<file path="src/rtl/core/ips_pkg.sv">
package ips_pkg;

  localparam int unsigned V4_BITS   = 32;
  localparam int unsigned V6_BITS   = 128;
  localparam int unsigned IDX_W     = 16;
  localparam int unsigned LEN_W     = 8;
  localparam int unsigned WORD_W    = 64;
  localparam int unsigned PADDR_W   = 5;
  localparam int unsigned PDATA_W   = 64;

  localparam logic [LEN_W-1:0] PREFIX_RESET = LEN_W'(32);

  // register index, taken from paddr[4:3]
  typedef enum logic [1:0] {
    REG_LOOKUP_IS_IPV6 = 2'd0,
    REG_LOOKUP_ADDR_HI = 2'd1,
    REG_LOOKUP_ADDR_LO = 2'd2,
    REG_PREFIX_LENGTH  = 2'd3
  } reg_idx_t;

  typedef struct packed {
    logic [IDX_W-1:0]  interface_index;
    logic              is_up;
    logic              is_loopback;
    logic              is_multicast;
    logic              entry_is_ipv6;
    logic [WORD_W-1:0] entry_addr_hi;
    logic [WORD_W-1:0] entry_addr_lo;
    logic [WORD_W-1:0] entry_mask_hi;
    logic [WORD_W-1:0] entry_mask_lo;
  } in_item_t;

  typedef struct packed {
    logic              accepted;
    logic              found;
    logic              chosen_is_ipv6;
    logic [WORD_W-1:0] chosen_addr_hi;
    logic [WORD_W-1:0] chosen_addr_lo;
    logic [IDX_W-1:0]  chosen_index;
    logic [LEN_W-1:0]  best_length;
  } out_item_t;

  typedef struct packed {
    logic              lookup_is_ipv6;
    logic [WORD_W-1:0] lookup_addr_hi;
    logic [WORD_W-1:0] lookup_addr_lo;
    logic [LEN_W-1:0]  prefix_length;
  } cfg_t;

  typedef struct packed {
    logic              found;
    logic [LEN_W-1:0]  best_len;
    logic              is_ipv6;
    logic [WORD_W-1:0] addr_hi;
    logic [WORD_W-1:0] addr_lo;
    logic [IDX_W-1:0]  index;
  } sel_state_t;

endpackage

</file>
<file path="src/rtl/core/ips_cfg.sv">
module ips_cfg import ips_pkg::*; (
  input  logic               clk,
  input  logic               rst_n,
  input  logic               psel,
  input  logic               penable,
  input  logic               pwrite,
  input  logic [PADDR_W-1:0] paddr,
  input  logic [PDATA_W-1:0] pwdata,
  output logic [PDATA_W-1:0] prdata,
  output logic               pready,
  output cfg_t               cfg
);

  cfg_t     cfg_r;
  reg_idx_t sel_idx;
  logic     wr_en;

  assign sel_idx = reg_idx_t'(paddr[PADDR_W-1:3]);
  assign wr_en   = psel && penable && pwrite;
  assign pready  = 1'b1;
  assign cfg     = cfg_r;

  always_ff @(posedge clk) begin
    if (!rst_n) begin
      cfg_r.lookup_is_ipv6 <= 1'b0;
      cfg_r.lookup_addr_hi <= '0;
      cfg_r.lookup_addr_lo <= '0;
      cfg_r.prefix_length  <= PREFIX_RESET;
    end else if (wr_en) begin
      case (sel_idx)
        REG_LOOKUP_IS_IPV6: cfg_r.lookup_is_ipv6 <= pwdata[0];
        REG_LOOKUP_ADDR_HI: cfg_r.lookup_addr_hi <= pwdata;
        REG_LOOKUP_ADDR_LO: cfg_r.lookup_addr_lo <= pwdata;
        REG_PREFIX_LENGTH:  cfg_r.prefix_length  <= pwdata[LEN_W-1:0];
        default: ;
      endcase
    end
  end

  always_comb begin
    case (sel_idx)
      REG_LOOKUP_IS_IPV6: prdata = {{(PDATA_W-1){1'b0}}, cfg_r.lookup_is_ipv6};
      REG_LOOKUP_ADDR_HI: prdata = cfg_r.lookup_addr_hi;
      REG_LOOKUP_ADDR_LO: prdata = cfg_r.lookup_addr_lo;
      REG_PREFIX_LENGTH:  prdata = {{(PDATA_W-LEN_W){1'b0}}, cfg_r.prefix_length};
      default:            prdata = '0;
    endcase
  end

endmodule

</file>
<file path="src/rtl/core/ips_match.sv">
module ips_match import ips_pkg::*; (
  input  cfg_t       cfg,
  input  in_item_t   item,
  input  sel_state_t cur,
  output sel_state_t nxt,
  output logic       accepted
);

  localparam int unsigned NBYTES = V6_BITS / 8;

  logic [LEN_W-1:0]   p6;
  logic [5:0]         p4;
  logic [V6_BITS-1:0] mask6;
  logic [V4_BITS-1:0] mask4;
  logic [V6_BITS-1:0] diff6;
  logic [V4_BITS-1:0] diff4;
  logic               agrees;
  logic               consider;
  logic [V6_BITS-1:0] cnt_src;
  logic [3:0]         lvl0 [NBYTES];
  logic [4:0]         lvl1 [NBYTES/2];
  logic [5:0]         lvl2 [NBYTES/4];
  logic [6:0]         lvl3 [NBYTES/8];
  logic [LEN_W-1:0]   len;
  logic               take;

  // clamp prefix to the family width
  assign p6 = (cfg.prefix_length > LEN_W'(V6_BITS)) ? LEN_W'(V6_BITS) : cfg.prefix_length;
  assign p4 = (cfg.prefix_length > LEN_W'(V4_BITS)) ? 6'(V4_BITS)
                                                    : cfg.prefix_length[5:0];

  assign mask6 = ~({V6_BITS{1'b1}} >> p6);
  assign mask4 = ~({V4_BITS{1'b1}} >> p4);

  assign diff6 = {item.entry_addr_hi, item.entry_addr_lo}
               ^ {cfg.lookup_addr_hi, cfg.lookup_addr_lo};
  assign diff4 = item.entry_addr_lo[V4_BITS-1:0] ^ cfg.lookup_addr_lo[V4_BITS-1:0];

  assign agrees = item.entry_is_ipv6 ? ((diff6 & mask6) == '0)
                                     : ((diff4 & mask4) == '0);

  assign consider = item.is_up && (item.entry_is_ipv6 == cfg.lookup_is_ipv6) && agrees;

  // netmask popcount, ipv4 counts the low 32 bits only
  assign cnt_src = item.entry_is_ipv6
                 ? {item.entry_mask_hi, item.entry_mask_lo}
                 : {{(V6_BITS-V4_BITS){1'b0}}, item.entry_mask_lo[V4_BITS-1:0]};

  always_comb begin
    for (int b = 0; b < NBYTES; b++) begin
      lvl0[b] = '0;
      for (int k = 0; k < 8; k++) begin
        lvl0[b] = lvl0[b] + {3'b0, cnt_src[b*8+k]};
      end
    end
    for (int i = 0; i < NBYTES/2; i++) begin
      lvl1[i] = {1'b0, lvl0[2*i]} + {1'b0, lvl0[2*i+1]};
    end
    for (int i = 0; i < NBYTES/4; i++) begin
      lvl2[i] = {1'b0, lvl1[2*i]} + {1'b0, lvl1[2*i+1]};
    end
    for (int i = 0; i < NBYTES/8; i++) begin
      lvl3[i] = {1'b0, lvl2[2*i]} + {1'b0, lvl2[2*i+1]};
    end
    len = {1'b0, lvl3[0]} + {1'b0, lvl3[1]};
  end

  always_comb begin
    nxt      = cur;
    accepted = 1'b0;
    take     = 1'b0;
    if (consider && item.is_loopback && !cur.found) begin
      take      = 1'b1;
      nxt.found = 1'b1;
      accepted  = 1'b1;
    end else if (consider && item.is_multicast) begin
      if (len > cur.best_len) begin
        take         = 1'b1;
        nxt.best_len = len;
      end
      nxt.found = 1'b1;
      accepted  = 1'b1;
    end
    if (take) begin
      nxt.is_ipv6 = item.entry_is_ipv6;
      nxt.addr_hi = item.entry_is_ipv6 ? item.entry_addr_hi : '0;
      nxt.addr_lo = item.entry_is_ipv6 ? item.entry_addr_lo
                  : {{(WORD_W-V4_BITS){1'b0}}, item.entry_addr_lo[V4_BITS-1:0]};
      nxt.index   = item.interface_index;
    end
  end

endmodule

</file>
<file path="src/rtl/core/interface_prefix_selector.sv">
// interface prefix selector
//
// each request on the in_ channel is one interface entry; the block checks it
// against the lookup address and prefix length held in the apb registers and
// updates the running selection (found flag, chosen address, index, best
// netmask length). every request yields exactly one result on the out_
// channel carrying the accept flag and the selection after that entry.
//
// one input register, then prefix compare, mask popcount and select logic feed
// the result register and the selection state in the same cycle. out_valid
// rises when the result register loads. throughput is one entry per cycle
// while the result slot is free, set by the loop through the selection state.
//
// when out_ready is low the result register holds and one more request is taken
// into the input register, after which in_ready drops until the result is taken.
// a synchronous reset (rst_n low) clears the selection, starting a new lookup,
// and restores the registers (prefix length back to 32). the user must write
// configuration through the apb port while no request is in flight (unchecked).
module interface_prefix_selector import ips_pkg::*; (
  input  logic               clk,
  input  logic               rst_n,
  input  logic               in_valid,
  output logic               in_ready,
  input  in_item_t           in_data,
  output logic               out_valid,
  input  logic               out_ready,
  output out_item_t          out_data,
  input  logic               psel,
  input  logic               penable,
  input  logic               pwrite,
  input  logic [PADDR_W-1:0] paddr,
  input  logic [PDATA_W-1:0] pwdata,
  output logic [PDATA_W-1:0] prdata,
  output logic               pready
);

  cfg_t       cfg;
  in_item_t   in_data_r;
  logic       in_valid_r;
  out_item_t  out_data_r;
  logic       out_valid_r;
  sel_state_t state_r;
  sel_state_t state_nxt;
  logic       accepted;
  logic       advance;

  ips_cfg u_cfg (
    .clk     (clk),
    .rst_n   (rst_n),
    .psel    (psel),
    .penable (penable),
    .pwrite  (pwrite),
    .paddr   (paddr),
    .pwdata  (pwdata),
    .prdata  (prdata),
    .pready  (pready),
    .cfg     (cfg)
  );

  ips_match u_match (
    .cfg      (cfg),
    .item     (in_data_r),
    .cur      (state_r),
    .nxt      (state_nxt),
    .accepted (accepted)
  );

  // entry in the input register moves on when the result slot is free
  assign advance   = in_valid_r && (!out_valid_r || out_ready);
  assign in_ready  = !in_valid_r || advance;
  assign out_valid = out_valid_r;
  assign out_data  = out_data_r;

  always_ff @(posedge clk) begin
    if (!rst_n) begin
      in_valid_r  <= 1'b0;
      out_valid_r <= 1'b0;
      state_r     <= '0;
    end else begin
      if (in_ready) begin
        in_valid_r <= in_valid;
      end
      if (advance) begin
        out_valid_r <= 1'b1;
        state_r     <= state_nxt;
      end else if (out_ready) begin
        out_valid_r <= 1'b0;
      end
    end
  end

  always_ff @(posedge clk) begin
    if (in_valid && in_ready) begin
      in_data_r <= in_data;
    end
    if (advance) begin
      out_data_r.accepted       <= accepted;
      out_data_r.found          <= state_nxt.found;
      out_data_r.chosen_is_ipv6 <= state_nxt.is_ipv6;
      out_data_r.chosen_addr_hi <= state_nxt.addr_hi;
      out_data_r.chosen_addr_lo <= state_nxt.addr_lo;
      out_data_r.chosen_index   <= state_nxt.index;
      out_data_r.best_length    <= state_nxt.best_len;
    end
  end

endmodule
</file>
<file path="config.mk">
export PLATFORM = sky130hd
export DESIGN_NAME = interface_prefix_selector
export DESIGN_NICKNAME = d
export VERILOG_FILES = /design/src/rtl/core/ips_pkg.sv /design/src/rtl/core/ips_cfg.sv /design/src/rtl/core/ips_match.sv /design/src/rtl/core/interface_prefix_selector.sv
export SDC_FILE = /design/constraint.sdc
export NUM_CORES = 1
export LEC_CHECK = 0
export ABC_AREA = 1
export BUFFER_PORTS_ARGS = -buffer_cell sky130_fd_sc_hd__buf_2
export CAP_MARGIN = 20
export CORE_MARGIN = 2
export CORE_UTILIZATION = 58
export CTS_CLUSTER_DIAMETER = 200
export DETAILED_ROUTE_END_ITERATION = 12
export GPL_ROUTABILITY_DRIVEN = 1
export PLACE_DENSITY = 0.9
export SETUP_SLACK_MARGIN = 0.02
export SYNTH_ARGS = -nofsm -noshare
export SYNTH_HDL_FRONTEND = slang
export SYNTH_SLANG_ARGS = --single-unit
</file>
<file path="constraint.sdc">
create_clock -name clk -period 12.4 [get_ports clk]
set_input_delay 0.62 -clock clk [delete_from_list [all_inputs] [get_ports clk]]
set_output_delay 0.62 -clock clk [all_outputs]
set_load 0.02 [all_outputs]
</file>
==> results.md <==
Hold path:
- The startpoint of the worst hold path is in_data[40].
- In this run the worst hold path is classified as primary input to flop.

Yosys:
- The area of the mapped netlist is 0.0367 mm^2.
- The number of storage elements in the synthesis netlist is 724.
- The area fraction of the dominant cell type after synthesis is 35.3%.
- In this run, distinct cell masters in the synthesized netlist total 44.
- The cell type with the largest total area after synthesis is edfxtp_1.
- During synthesis, Yosys emitted a total of 0 warnings.
- Yosys attributes the largest share of cell area to edfxtp_1 (35%), dfxtp_1 (16%), nand2_1 (10%).
- The sequential area share after synthesis is 51.3%.
- The count of flip-flops with a built-in enable after synthesis is 431.
- Of all flip-flops after synthesis, the portion carrying an async set or reset was 0%.
- The gate count after technology mapping is 4195.
- Among all flip-flop cells after synthesis, the most frequent one is edfxtp_1.
- Dividing the synthesized area by the synthesized cell count gives 8.74 um^2.
- The number of nets in the synthesized netlist is 4736.

Global routing:
- Global routing consumed, over all layers together, 37.0% of the routing resources.
- The first global-routing pass estimated 183000 um of wire.
- The number of global-route vias before repair was 30900.
- Summed over all layers, the global routing overflow is 0.
- The maximum number of pins on one net before global-route repair is 217.
- The number of antenna violations at the first check in global routing is 45.

STA:
- The final count of negative-setup-slack endpoints is 0.
- Derived from the worst setup path, the maximum achievable clock frequency is 0.0889 GHz.
- The tightest hold path in the finished design has a slack of 0.160 ns.
- The setup clock skew after layout is 0.0318 ns.
- Measured against its own limit, the worst slew margin works out to 25.7%.
- Setup repair after global routing left no endpoint under its margin.
- The setup TNS after final layout is 0 ns.
- The final-report max-slew violation count is 0.
- The slew of the pin with the lowest slew margin is 1.11 ns.
- For the finished layout, the period the worst path requires is 11.25 ns.
- The period utilization is 90.7%.
- The number of hold violations in the final report came to 0.

Clock tree:
- For the worst-skew pair, the clock arrives at the later sink with an insertion delay of 0.63 ns.
- The TritonCTS sink count is 724.
- The post-cts hold buffer count is 0.
- After clock tree synthesis, the clock-pin slew on the worst setup and hold paths is 0.07 ns.
- The master cell of the clock root buffer is clkbuf_16.
- Counting along the longest clock path gives a buffer depth of 3.
- The quantity of gates resized following cts is 0.
- In this run, CTS created clock tree buffers numbering 77.
- Post-CTS timing repair inserted 0 buffers for setup.
- TritonCTS built the clock tree.
- The H-tree depth is 3.

Setup path:
- For this run, the slowest stage of the critical path takes 1.08 ns.
- The worst setup path is captured at a flop.
- The type of origin of the critical path is a flop.
- The path type of the worst setup path is flop to flop.
- By instance count, the cell type seen most on the critical path is fa_1.
- The arrival time of the worst setup path is 11.82 ns.
- The origin of the critical flop-to-flop path is in_data_r[256].
- For the worst setup path, the data required time is 12.97 ns.
- The launch point of the worst path is in_data_r[256].
- Among all stages on the critical path, the largest delay is contributed by edfxtp_1.
- In this run the worst path has a maximum fanout of 83.

Power and ir drop:
- The leakage dissipation is 21.6 nW.
- The worst-case IR drop observed on VDD is 0.00113 V.
- The total power divided by cell area is 274 mW/mm^2.

Cells and area:
- Leaving out fill and tap cells, the most frequent cell in the layout is nand2_1.
- Leaving out fill and tap cells, the most frequent cells in the layout are nand2_1 (997), nor2_1 (627), buf_2 (568).
- The count of filler cells inserted in the layout is 4536.
- The layout net count is 5208.
- In the final layout, the share of cells above drive strength 1 is 16.3%.
- Compared with the post-synthesis result, the final layout area differs by 16.0%.
- The finished cells cover 0.0426 mm^2.

Floorplan:
- The height of the die is 255 um.
- The starting density of the core is 58.4%.
- The die extent in x is 255 um.
- The placeable core area is 0.0629 mm^2.
- The number of cell rows is 92.
- The die covers 0.0653 mm^2.
- For this design the top-level I/O count stands at 574.

Place:
- The placed cell area is 0.0400 mm^2.
- The count of input and output buffers is 569.
- Once detailed placement completed, the half-perimeter wirelength came to 83400 um.
- The global placer's final weighted congestion is 0.985.

Drt:
- The number of vias per cell after detailed routing is 5.70.
- The average detailed-routed wire length per instance is 22.2 um.
- In this run, the number of DRC markers left after iteration 0 of detailed routing was 4413.
- The number of antenna-violating nets in the routed design is 0.
- The count of TritonRoute iterations in the first routing pass is 6.
- For this block, the routed nets add up to 125000 um of wire.
- Detailed routing inserted a total of 32000 vias.
- The post-detailed-route DRC marker count is 0.

Flow run:
- Across the run, the number of max-cap violations was 0.

Run status:
- The run finished with clean final reports.
-- state kept, by name, indices dropped and copies added, names as in the netlist --
signal and flops:
out_data 155, in_valid_r 1, u_cfg.cfg 137, out_valid 1, in_data_r 276, state_r 154
-- routing by layer --
metal,track usage [%],part of all wire [%],vias to the layer above
met5,0,0.069,-
met4,21.6,7.0,14
met3,8.86,11,510
met2,57.9,45,2198
met1,47.2,37,15000
li1,-,-,14300
-- stage by stage --
step / std cells / total power, W / util (%) / setup slack, ns
detailed placement: 5434 / 0.00918 / 63.6 / 1.56
finish: 5619 / 0.0117 / 67.7 / 1.15
floorplan: 4195 / 0.00800 / - / 3.05
global route: 5612 / 0.0127 / 67.7 / 0.717
CTS: 5576 / 0.0116 / 67.5 / 1.32
global placement: 5434 / 0.00880 / 63.6 / 1.90
-- logic make-up after synthesis --
group / Yosys count / share of synthesized area, %
AND/OR/NAND/NOR: 2068 / 23.2
flip-flops: 724 / 51.3
XOR/XNOR: 143 / 3.41
buffers and inverters: 762 / 8.28
other: 1 / 0.0102
adder cells (fa/ha/maj): 189 / 8.82
AO/OA/AOI/OAI: 308 / 4.96
-- Yosys cell counts, types with 2 or more instances --
| cell type | count |
|---|---|
| a21boi_0 | 3 |
| inv_2 | 9 |
| nor2_1 | 630 |
| nand2_1 | 998 |
| o22ai_1 | 5 |
| buf_2 | 42 |
| clkbuf_1 | 118 |
| a21oi_1 | 38 |
| nand2_2 | 9 |
| inv_1 | 547 |
| xnor2_1 | 30 |
| nor2_2 | 4 |
| o21ai_0 | 174 |
| edfxtp_1 | 431 |
| or2_2 | 2 |
| o21ai_1 | 13 |
| a22o_1 | 53 |
| o211ai_1 | 14 |
| nor3_1 | 2 |
| nand4_1 | 18 |
| ha_1 | 73 |
| buf_1 | 25 |
| dfxtp_1 | 293 |
| buf_4 | 6 |
| nand3b_1 | 4 |
| nand3_1 | 372 |
| xor2_1 | 113 |
| nand3_2 | 24 |
| nand2_4 | 2 |
| fa_1 | 116 |
| nand4_2 | 2 |
| buf_6 | 13 |
-- area by class of cell --
| cell class | count | area (um^2) | area share, % |
|---|---|---|---|
| inverters | 558 | 2120 | 4.98 |
| diodes | 43 | 108 | 0.253 |
| clock inverters | 32 | 350 | 0.823 |
| multi-input cells | 2709 | 14900 | 35.0 |
| flip-flops and latches | 724 | 18800 | 44.2 |
| well taps | 846 | 1060 | 2.49 |
| repair buffers | 597 | 3100 | 7.28 |
| clock buffers | 110 | 2110 | 4.97 |
-- critical path: cells and delay by family (launching register included) --
family | cells | cell delay [ns]
AO/OA/AOI/OAI | 2 | 0.31
XOR/XNOR | 1 | 0.14
adder cells (fa/ha/maj) | 14 | 6.10
buffers and inverters | 12 | 1.85
flip-flops | 1 | 1.08
AND/OR/NAND/NOR | 10 | 1.61
-- path summary, 6_finish.rpt --
path / to / slack [ns] / depth (start not counted)
worst max-delay path: state_r[38] / 1.15 / 39
worst min-delay path: in_data_r[40] / 0.16 / 1
worst max register to register: state_r[38] / 1.15 / 39
worst min register to register: u_cfg.cfg[136] / 0.50 / 2
-- power breakdown --
part           leakage (nW)  switching (W)  total [W]  internal, W
Clock                  1.21       0.000986    0.00231      0.00132
Combinational          13.9        0.00400    0.00658      0.00258
Sequential             6.56      0.0000951    0.00279      0.00270
Total                  21.6        0.00508     0.0117      0.00659
No activity file was read; power rests on OpenSTA's default activity.
